<file path="src/rtl/core/insertion_sorter_defines.svh">
// ----------------------------------------------------------------------------
// Insertion sorter assertion macros
// Shared property macros for the sorter RTL; they vanish in synthesis builds.
// ----------------------------------------------------------------------------
`ifndef INSERTION_SORTER_DEFINES_SVH
`define INSERTION_SORTER_DEFINES_SVH

`ifndef SYNTHESIS

// Same-cycle implication under a synchronous reset.
`define INS_ASSERT_IMPL(lbl, clk, rst, ante, cons, msg) \
   lbl: assert property (@(posedge clk) disable iff (rst) (ante) |-> (cons)) \
      else $error(msg);

// Next-cycle implication under a synchronous reset.
`define INS_ASSERT_NEXT(lbl, clk, rst, ante, cons, msg) \
   lbl: assert property (@(posedge clk) disable iff (rst) (ante) |=> (cons)) \
      else $error(msg);

`else

`define INS_ASSERT_IMPL(lbl, clk, rst, ante, cons, msg)
`define INS_ASSERT_NEXT(lbl, clk, rst, ante, cons, msg)

`endif

`endif

</file>
<file path="src/rtl/core/ins_pkg.sv">
// ----------------------------------------------------------------------------
// Insertion sorter package
// Beat payloads, controller states and the per-cell control bundle.
// ----------------------------------------------------------------------------
package ins_pkg;

   localparam int VALUE_W = 32;

   typedef struct packed {
      logic [VALUE_W-1:0] value;
      logic               batch_end;
   } ins_req_type;

   typedef struct packed {
      logic [VALUE_W-1:0] sorted_value;
      logic               run_end;
   } ins_rsp_type;

   typedef enum logic {
      ST_COLLECT,
      ST_DRAIN
   } ins_state_type;

   // Control handed from the controller to one cell of the row.
   typedef struct packed {
      logic insert;    // a new value is placed this cycle
      logic shift;     // the row moves one place toward the output
      logic occupied;  // the cell holds a value of the current batch
      logic tail;      // the cell is the first free place of the row
   } ins_cell_ctl_type;

endpackage

</file>
<file path="src/rtl/core/ins_cell.sv">
// ----------------------------------------------------------------------------
// Insertion sorter cell
// Holds one value of the sorted row. On an insert it keeps its value, takes
// its lower neighbor's value or takes the new value; on a shift it takes its
// upper neighbor's value.
// ----------------------------------------------------------------------------
module ins_cell (
   input  logic                          clock,
   input  ins_pkg::ins_cell_ctl_type     ctl,
   input  logic [ins_pkg::VALUE_W-1:0]   new_value,
   input  logic [ins_pkg::VALUE_W-1:0]   left_value,
   input  logic                          left_gt,
   input  logic [ins_pkg::VALUE_W-1:0]   right_value,
   output logic [ins_pkg::VALUE_W-1:0]   value,
   output logic                          gt
);

   logic [ins_pkg::VALUE_W-1:0] value_ff;
   logic [ins_pkg::VALUE_W-1:0] value_in;

   // Strictly greater keeps equal values in arrival order.
   assign gt = ctl.occupied && (value_ff > new_value);

   always_comb begin
      value_in = value_ff;
      priority if (ctl.insert && (gt || ctl.tail)) begin
         value_in = left_gt ? left_value : new_value;
      end else if (ctl.shift) begin
         value_in = right_value;
      end else begin
         value_in = value_ff;
      end
   end

   always_ff @(posedge clock) begin
      value_ff <= value_in;
   end

   assign value = value_ff;

endmodule

</file>
<file path="config.mk">
export PLATFORM = sky130hd
export DESIGN_NAME = ins_cell
export DESIGN_NICKNAME = d
export VERILOG_FILES = /design/src/rtl/core/insertion_sorter_defines.svh /design/src/rtl/core/ins_pkg.sv /design/src/rtl/core/ins_cell.sv
export SDC_FILE = /design/constraint.sdc
export NUM_CORES = 1
export LEC_CHECK = 0
export BUFFER_PORTS_ARGS = -buffer_cell sky130_fd_sc_hd__buf_2
export CAP_MARGIN = 15
export CORE_MARGIN = 10
export CORE_UTILIZATION = 45
export CTS_BUF_LIST = sky130_fd_sc_hd__clkbuf_16
export DETAILED_ROUTE_END_ITERATION = 16
export PLACE_DENSITY = 0.76
export REMOVE_ABC_BUFFERS = 1
export SETUP_SLACK_MARGIN = 0.2
export SYNTH_ARGS = -nofsm -noshare
export SYNTH_HDL_FRONTEND = slang
export SYNTH_SLANG_ARGS = --single-unit
</file>
<file path="constraint.sdc">
create_clock -name clock -period 8.12 [get_ports clock]
set_input_delay 1.624 -clock clock [delete_from_list [all_inputs] [get_ports clock]]
set_output_delay 1.624 -clock clock [all_outputs]
set_load 0.05 [all_outputs]
</file>
# Word level (Yosys, flattened, before mapping)
# Index checks and enable logic that the tools add are counted.
dict set report classes {
  addsub 0
  mul 0
  div_mod_pow 0
  order_cmp 1
  n_eq_ne 0
  shifts 0
  mux 3
  bitwise 0
  reduce_logical 4
}
# operator count
set ops {}
lappend ops {{two-way mux 32 bit} 3}
lappend ops {{greater-than comparator 32 bit} 1}
lappend ops {{logical AND 1 bit} 2}
lappend ops {{nonzero test 2 bit} 1}
lappend ops {{logical OR 1 bit} 1}
dict set report word_totals {
  register_bits 32
  latch_bits 0
  mem_bits_rw 0
  rom_bits 0
  inputBits 102
  out_inout_bits 33
  n_memories 0
}

# Depth between registers and ports, before layout
# Gate-level depths: netlist of run 1.
dict set report depth {
  word_depth 5
  mapped_depth 10
  mapped_depth_nobuf 8
}

# Least setup slack after synthesis of run 1
# No wires, ideal clock.
dict set report synth_path {
  path_kind {input to output}
  start {input port new_value[14] (netlist name)}
  end {output port gt}
  arrival_time_ns 3.169
  slack_ns 3.327
  cell_stages 7
  path_cell_list {inv_1 > ha_1 > a21oi_2 > nand2_1 > a221o_1 > o31a_1 > o31a_2}
}
dict set report synth_via {
  elab_chain_len 2
}
# element line_no
set synth_lines {}
lappend synth_lines {{start, declared} ins_cell.sv:10} ;# input logic [ins_pkg::VALUE_W-1:0] new_value,
lappend synth_lines {{greater-than comparator 32 bit} ins_cell.sv:22} ;# assign gt = ctl.occupied && (value_ff > new_value);
lappend synth_lines {{logical AND 1 bit} ins_cell.sv:22}
lappend synth_lines {{end, declared} ins_cell.sv:15} ;# output logic gt
# No other way between the ends.

# Final worst setup path of run 1
# Same ends and word-level chain as after synthesis.

==> results of run 1 <==
-- cell type report --
type	count	area, um^2
Multi-Input combinational cell	180	1470
Inverter	32	120
Timing Repair Buffer	134	671
Tap cell	72	90.1
Sequential cell	32	961
Fill cell	499	2160
Clock inverter	2	7.51
Clock buffer	5	125
-- cells by family after synthesis --
family                     after synthesis  share of synthesized area
AOI/OAI and AO/OA                       58                      0.128
adders and majority gates               32                      0.151
buffers and inverters                   43                     0.0822
DFF                                     32                      0.363
muxes                                   33                      0.181
and+or+nand+nor                         57                     0.0944
-- per-stage QoR --
step                power (mW)  utilization
floorplan                0.377            -
CTS                      0.619        0.615
global placement         0.440        0.591
detailed placement       0.447        0.591
finish                   0.612        0.615
global route             0.647        0.615
-- metal layers --
metal | global-route usage | vias to the layer above | share of wire
met2 | 0.262 | 92 | 0.48
met4 | 0.0530 | 0 | 0.020
met1 | 0.171 | 1016 | 0.42
met3 | 0.0525 | 9 | 0.079
met5 | 0 | - | 0
li1 | - | 1174 | -
-- cells in the mapped netlist (all sizes together), types with 2 or more instances --
master / n
buf: 4
clkbuf: 7
o21ai: 34
ha: 32
nand4: 8
inv: 32
mux2: 33
edfxtp: 32
a21oi: 12
nor2: 4
o31a: 2
nand2: 36
nand3: 5
a21o: 2
-- cell usage in the layout, fill, tap and decap left out, drive strengths merged, types with 2 or more instances in the layout --
cell	instances
nor2	4
clkinv	2
edfxtp	32
nand2	36
nand4	8
ha	32
buf	134
nand3	5
a21oi	12
clkbuf	5
mux2	33
inv	32
o21ai	34
o31a	2
a21o	2
-- critical path, delay by kind of cell --
family	cells	cell delay [ns]
AND/OR/NAND/NOR	2	0.27
adder cells (fa/ha/maj)	1	0.31
AO/OA/AOI/OAI	3	0.92
buffers and inverters	3	0.34
-- power breakdown --
part | leakage, nW | internal (mW) | switching [mW]
clock | 0.0648 | 0.109 | 0.0609
combinational | 1.39 | 0.0857 | 0.139
sequential | 0.321 | 0.207 | 0.00996
total | 1.77 | 0.402 | 0.210
-- path summary, 6_finish.rpt --
path	from	to	slack [ns]	cells after the start
max	new_value[14]	gt	3.03	9
min	right_value[8]	value[8]	1.65	2
max reg2reg	value[30]	value[26]	4.40	6
min reg2reg	value[2]	value[4]	1.92	7
==> results.py, run 1 <==
metrics = {
    "global_routing": {
        "antenna_found_initial": 0,
        "grt_max_degree": 64,
        "grt_pass1_wl_um": 12000,
        "grt_overflow": 0,
        "grt.total_usage": 0.153,
        "grt_pass1_vias": 2486,
    },
    "drt": {
        "routed_wl_um": 7510,
        "drtAntennaViolNets": 0,
        "first_pass_iters": 4,
        "first_iter_violations": 95,
        "wl_per_cell_um": 16.4,
        "drc": 0,
        "via_per_inst": 5.01,
        "vias": 2291,
    },
    "critical_path": {
        "cp.required_ns": 6.50,
        "crit_slowest_cell": "a221o_1",
        "cp-end-kind": "output port",
        "crit_path_frequent_cell": "buf_2",
        "critPathKind": "in -> out",
        "cp-start-kind": "primary input",
        "cp.arrival_ns": 3.47,
        "crit_chain": "buf_2 -> inv_1 -> ha_1 -> nand4_1 -> nor2_1 -> a221o_1 -> o31a_1 -> o31a_2 -> buf_2",
        "critPathMaxFanout": 3,
        "slowest_delay_ns": 0.32,
    },
    "clock_tree": {
        "clk_latency_ns": 0.27,
        "clkSlewWorstSetupHoldPaths_ns": 0.05,
        "h-tree-depth": 2,
        "cts_hold_buf": 0,
        "post_cts_buffers": 0,
        "cts-root-buf": "clkbuf_16",
        "cts_resized": 0,
        "cts-buffers-inserted": 5,
        "cts_tree": "built",
        "clk_path_buf_depth": 2,
        "cts_sinks": 32,
    },
    "synthesis": {
        "netlist_instances": 255,
        "synthArstFlopShare": 0,
        "ys_types": 30,
        "yosys.area.top_type": "edfxtp_1",
        "ys_top_cells_by_area": "edfxtp_1 (36%), mux2_4 (16%), ha_1 (15%), o21ai_0 (6.4%), nand2_1 (5.1%)",
        "ys.warnings.count": 0,
        "ys_ff_latch": 32,
        "yosys_most_used_dff": "edfxtp_1",
        "yosysSeqAreaShare": 0.363,
        "syn_avg_cell_area_um2": 10.4,
        "netlist_area_um2": 2650,
        "synth_top_area_share": 0.363,
        "synth_edf_count": 32,
    },
    "sta": {
        "timing.final.ws_setup_ns": 3.03,
        "final_hold_viol_count": 0,
        "setup_tns_ns": 0,
        "worst_pin_slew_ns": 1.13,
        "setup_violations": 0,
        "post-route-period-util": 0.627,
        "period_minus_slack_ns": 5.09,
        "hold_slack_ns": 1.65,
        "max-slew-margin-rel": 0.250,
        "clock_skew_ns": 0.00533,
        "rsz0062_at_grt": "no",
        "clock.fmax_mhz": 196,
        "slew_viol_final": 0,
    },
    "floorplanning": {
        "coreArea_um2": 5610,
        "initial_core_util": 0.473,
        "fp.dieArea_um2": 9360,
        "fp.dieH_um": 96.7,
        "ios": 135,
        "die_width_um": 96.7,
        "core.rowCount": 27,
    },
    "layout": {
        "drive_gt1_frac": 0.460,
        "diodes": 0,
        "layout.cells.non_filler": 457,
        "area_delta_synth_final_pct": 30.1,
        "fin_nets": 519,
        "fin_area_um2": 3450,
        "largest_register_ffs": 32,
    },
    "pwr": {
        "power_density_nw_per_um2": 178,
        "p_leak_nw": 1.77,
        "ir_drop_uv": 111,
    },
    "status": {
        "status": "finished, final reports clean",
    },
    "job": {
        "cap_violations": 0,
    },
    "min_path": {
        "min_path_type": "in -> reg",
    },
    "placed_design": {
        "gp_congestion": 0.858,
        "place_ws_ns": 3.01,
        "placed_cell_area_um2": 3310,
        "dp.final_hpwl_um": 6130,
        "io_buffers": 134,
        "post-place-cells": 450,
    },
}
No activity file was read; power rests on OpenSTA's default activity.
==> run 2: changes to the inputs <==
--- a/config.mk
+++ b/config.mk
@@ -8,10 +8,10 @@
 export BUFFER_PORTS_ARGS = -buffer_cell sky130_fd_sc_hd__buf_2
 export CAP_MARGIN = 15
 export CORE_MARGIN = 10
-export CORE_UTILIZATION = 45
+export CORE_UTILIZATION = 42
 export CTS_BUF_LIST = sky130_fd_sc_hd__clkbuf_16
 export DETAILED_ROUTE_END_ITERATION = 16
-export PLACE_DENSITY = 0.76
+export PLACE_DENSITY = 0.75
 export REMOVE_ABC_BUFFERS = 1
 export SETUP_SLACK_MARGIN = 0.2
 export SYNTH_ARGS = -nofsm -noshare
==> constraint.sdc (replaced) <==
create_clock -name clock -period 4.2 [get_ports clock]
set_input_delay 0.84 -clock clock [delete_from_list [all_inputs] [get_ports clock]]
set_output_delay 0.84 -clock clock [all_outputs]
set_load 0.05 [all_outputs]
==> run 2 against run 1 <==
Compared with the run above:
- clock skew is 0.0027 ns lower
- sequential share of layout area is 0.12 points lower
- largest cell class unchanged
- critical path depth unchanged
==> results.py, run 2 (same netlist as run 1, synthesis figures left out) <==
metrics = {
    "drt": {
        "routed_wl_um": 7400,
        "drc": 0,
        "first_iter_violations": 58,
        "wl_per_cell_um": 16.0,
        "vias": 2300,
        "via_per_inst": 4.98,
        "drtAntennaViolNets": 0,
        "first_pass_iters": 4,
    },
    "layout": {
        "fin_area_um2": 3460,
        "area_delta_synth_final_pct": 30.6,
        "largest_register_ffs": 32,
        "drive_gt1_frac": 0.460,
        "diodes": 0,
        "final_cell_mix": "buf_2 (134), nand2_1 (36), inv_1 (34), o21ai_0 (34)",
        "final_common_cell": "buf_2",
        "fin_nets": 520,
    },
    "critical_path": {
        "cp-end-kind": "output port",
        "critPathKind": "in -> out",
        "cp.required_ns": 3.36,
        "cp-start-kind": "primary input",
        "crit_path_frequent_cell": "buf_2",
        "cp.arrival_ns": 2.73,
        "crit_chain": "buf_2 -> inv_1 -> ha_1 -> nand4_1 -> nor4_1 -> nand3_1 -> and2_1 -> o31a_2 -> buf_2",
        "crit_slowest_cell": "nor4_1",
        "cp_top_family": "simple AND/OR/NAND/NOR gates",
        "critPathMaxFanout": 4,
        "crit_buf_inv": 3,
        "slowest_delay_ns": 0.53,
    },
    "sta": {
        "period_minus_slack_ns": 3.57,
        "setup_violations": 0,
        "slew_viol_final": 0,
        "clock_skew_ns": 0.00259,
        "clock.fmax_mhz": 280,
        "final_hold_viol_count": 0,
        "post-route-period-util": 0.851,
        "max-slew-margin-rel": 0.372,
        "worst_pin_slew_ns": 0.942,
        "rsz0062_at_grt": "no",
    },
    "clock_tree": {
        "cts-buffers-inserted": 5,
        "cts_hold_buf": 0,
        "cts_sinks": 32,
        "cts-root-buf": "clkbuf_16",
        "clkSlewWorstSetupHoldPaths_ns": 0.05,
        "cts_tree": "built",
        "h-tree-depth": 2,
        "clk_path_buf_depth": 2,
        "clk_latency_ns": 0.27,
        "cts_resized": 0,
        "post_cts_buffers": 0,
    },
    "floorplanning": {
        "fp.dieH_um": 99.4,
        "coreArea_um2": 6030,
        "core.rowCount": 28,
        "fp.dieArea_um2": 9890,
        "die_width_um": 99.4,
        "ios": 135,
        "initial_core_util": 0.440,
    },
    "job": {
        "cap_violations": 0,
    },
    "placed_design": {
        "gp_congestion": 0.824,
        "placed_cell_area_um2": 3330,
        "dp.final_hpwl_um": 6140,
        "io_buffers": 134,
    },
    "pwr": {
        "finalPower_mw": 1.18,
        "p_leak_nw": 1.79,
        "power_density_nw_per_um2": 342,
        "ir_drop_uv": 206,
    },
    "global_routing": {
        "grt_max_degree": 64,
        "grt_pass1_wl_um": 11500,
        "grt_pass1_vias": 2438,
        "grt_overflow": 0,
        "grt.total_usage": 0.141,
        "antenna_found_initial": 0,
    },
    "min_path": {
        "min_path_type": "in -> reg",
    },
    "status": {
        "status": "finished, final reports clean",
    },
}
-- run 2: changes by cell type in the layout (fill, tap and decap cells not counted) --
cell and change:
inv_1 +2, buf_4 +1, clkinv_1 -1
-- run 2: worst paths after layout --
path / from / endpoint / slack [ns] / depth (start not counted)
max reg2reg: value[31] / value[1] / 1.12 / 7
min reg2reg: value[31] / value[16] / 1.68 / 6
min: right_value[20] / value[20] / 0.87 / 2
max: new_value[31] / gt / 0.63 / 9
-- run 2: where the power goes --
part | switching, mW | internal, mW | total (mW)
registers | 0.0190 | 0.401 | 0.420
clock network | 0.119 | 0.213 | 0.332
logic | 0.267 | 0.165 | 0.432
-- run 2: stage by stage --
stage          cells  setup WS, ns   util  setup TNS [ns]  hold slack, ns
2_1_floorplan    244     -0.000392      -         -0.0125            1.06
3_3_place_gp     454         0.656  0.552               0            1.14
3_5_place_dp     454         0.572  0.552               0            1.14
4_1_cts          462         0.592  0.575               0           0.866
5_1_grt          462         0.466  0.575               0           0.867
6_report         462         0.626  0.575               0           0.872
-- run 2: per-layer routing --
layer / track usage / up-vias / share of wire
met3: 0.0609 / 8 / 0.099
met5: 0 / - / 0
met4: 0.0342 / 0 / 0.011
li1: - / 1180 / -
met1: 0.160 / 1014 / 0.42
met2: 0.237 / 98 / 0.47
-- run 2: layout make-up --
class | count | area, um^2
Tap cell | 75 | 93.8
Clock buffer | 5 | 125
Fill cell | 558 | 2560
Multi-Input combinational cell | 180 | 1470
Clock inverter | 3 | 11.3
Sequential cell | 32 | 961
Inverter | 32 | 120
Timing Repair Buffer | 135 | 678
-- run 2: worst register-to-register path, cell delays in order (launching register included) --
cell and delay [ns]:
edfxtp_1 0.41, ha_1 0.35, nand4_1 0.22, nor4_1 0.53, o31a_1 0.27, o41a_2 0.15, buf_4 0.48, mux2_2 0.42
==> run 3: changes to the inputs <==
--- a/config.mk
+++ b/config.mk
@@ -11,7 +11,7 @@
 export CORE_UTILIZATION = 42
 export CTS_BUF_LIST = sky130_fd_sc_hd__clkbuf_16
 export DETAILED_ROUTE_END_ITERATION = 16
-export PLACE_DENSITY = 0.75
+export PLACE_DENSITY = 0.78
 export REMOVE_ABC_BUFFERS = 1
 export SETUP_SLACK_MARGIN = 0.2
 export SYNTH_ARGS = -nofsm -noshare
==> run 3 against run 2 <==
Compared with the run above:
- hold slack worse by 0.0061 ns
- clock power about the same
- sequential cell count did not move
- final area rose by 0.22%
- fmax increased by 2.6%
- largest cell class unchanged
- first-iteration DRC count up 21%
- combinational power about the same
- count of clock-buffer cells in the layout unchanged
- via count up 0.65%
- register-to-register slack better by 0.11 ns
- total power is 0.34% higher
- non-clock buffer count up 1
==> results.py, run 3 (same netlist as run 1, synthesis figures left out) <==
metrics = {
    "global_routing": {
        "grt_pass1_wl_um": 11800,
        "grt_pass1_vias": 2552,
        "grt_max_degree": 35,
        "grt.total_usage": 0.145,
        "grt_overflow": 0,
        "antenna_found_initial": 0,
    },
    "floorplanning": {
        "initial_core_util": 0.440,
        "die_width_um": 99.4,
        "fp.dieH_um": 99.4,
        "fp.dieArea_um2": 9890,
        "core.rowCount": 28,
        "ios": 135,
        "coreArea_um2": 6030,
    },
    "pwr": {
        "p_leak_nw": 1.79,
        "power_density_nw_per_um2": 342,
        "ir_drop_uv": 170,
        "finalPower_mw": 1.19,
    },
    "layout": {
        "num-fill-cells": 564,
        "final_common_cell": "buf_2",
        "drive_gt1_frac": 0.461,
        "diodes": 0,
        "largest_register_ffs": 32,
        "fin_util": 0.576,
        "final_cell_mix": "buf_2 (134), nand2_1 (36), inv_1 (34), o21ai_0 (34)",
        "fin_nets": 521,
        "area_delta_synth_final_pct": 30.9,
    },
    "min_path": {
        "hold_path_startpoint": "right_value[8]",
        "min_path_type": "in -> reg",
        "holdPathStages": 2,
        "min_to": "value[8]",
    },
    "clock_tree": {
        "clk_path_buf_depth": 2,
        "cts-buffers-inserted": 5,
        "post_cts_buffers": 0,
        "clkSlewWorstSetupHoldPaths_ns": 0.05,
        "cts_sinks": 32,
        "cts-root-buf": "clkbuf_16",
        "clk_latency_ns": 0.27,
        "cts_resized": 0,
        "h-tree-depth": 2,
        "cts_tree": "built",
        "cts_hold_buf": 0,
    },
    "sta": {
        "max-slew-margin-rel": 0.458,
        "post-route-period-util": 0.830,
        "slew_viol_final": 0,
        "setup_violations": 0,
        "final_hold_viol_count": 0,
        "setup_tns_ns": 0,
        "period_minus_slack_ns": 3.48,
        "clock.fmax_mhz": 287,
        "clock_skew_ns": 0.00792,
        "rsz0062_at_grt": "no",
        "worst_pin_slew_ns": 0.812,
    },
    "drt": {
        "first_pass_iters": 4,
        "first_iter_violations": 70,
        "routed_wl_um": 7410,
        "wl_per_cell_um": 16.0,
        "via_per_inst": 5.00,
        "vias": 2315,
        "drtAntennaViolNets": 0,
        "drc": 0,
    },
    "status": {
        "status": "finished, final reports clean",
    },
    "job": {
        "cap_violations": 0,
    },
    "critical_path": {
        "cp-end-kind": "output port",
        "timing.rr.start": "value[7]",
        "rr_endpoint": "value[3]",
        "reg2reg_slack_ns": 1.23,
        "cp.arrival_ns": 2.64,
        "cp.required_ns": 3.36,
        "critPathKind": "in -> out",
        "cp-start-kind": "primary input",
        "critPathMaxFanout": 3,
        "reg2reg_depth": 7,
    },
    "placed_design": {
        "io_buffers": 134,
        "gp_congestion": 0.775,
        "dp.final_hpwl_um": 6210,
    },
}
## run 3: layout make-up
cell class	count	area, um^2	share of cell area
tap	75	93.8	0.0270
multi-input combinational	180	1470	0.424
timing repair buffer	136	686	0.198
sequential	32	961	0.277
clock buffer	5	125	0.0361
clock inverter	3	11.3	0.00325
inverter	32	120	0.0346
## run 3: worst max-delay path by stage
stage	from	to	slack, ns	cells past startpoint
floorplan	new_value[1]	value[0]	-0.0004	8
global placement	new_value[14]	value[19]	0.74	9
detailed placement	new_value[7]	value[28]	0.69	9
CTS	new_value[14]	gt	0.71	9
global route	new_value[30]	gt	0.59	9
finish	new_value[14]	gt	0.72	9
## run 3: power by group
group | total [mW] | internal (mW) | switching, mW
clock | 0.334 | 0.213 | 0.121
combinational | 0.435 | 0.165 | 0.270
sequential | 0.419 | 0.401 | 0.0188
total | 1.19 | 0.778 | 0.410
## run 3: per-layer routing
layer,share of wire,global-route usage,vias to the layer above
met3,0.088,0.0616,4
met5,0,0,-
met2,0.48,0.248,88
met1,0.42,0.164,1044
li1,-,-,1179
met4,0.0070,0.0276,0
## run 3: per-stage QoR
| step | hold slack (ns) | cells | setup slack, ns | cell area, um^2 |
|---|---|---|---|---|
| after detailed placement | 1.14 | 455 | 0.687 | 3330 |
| after CTS | 0.862 | 463 | 0.715 | 3470 |
| final | 0.866 | 463 | 0.715 | 3470 |
| after global placement | 1.14 | 455 | 0.739 | 3330 |
| after global routing | 0.861 | 463 | 0.587 | 3470 |
| after floorplan | 1.06 | 244 | -0.000392 | 2550 |
## run 3: critical path, stage by stage
cell and delay, ns:
buf_2 0.07, inv_1 0.05, ha_1 0.31, nand4_1 0.15
nor2_1 0.08, a221o_1 0.32, o31a_1 0.31, o31a_2 0.28
buf_2 0.22
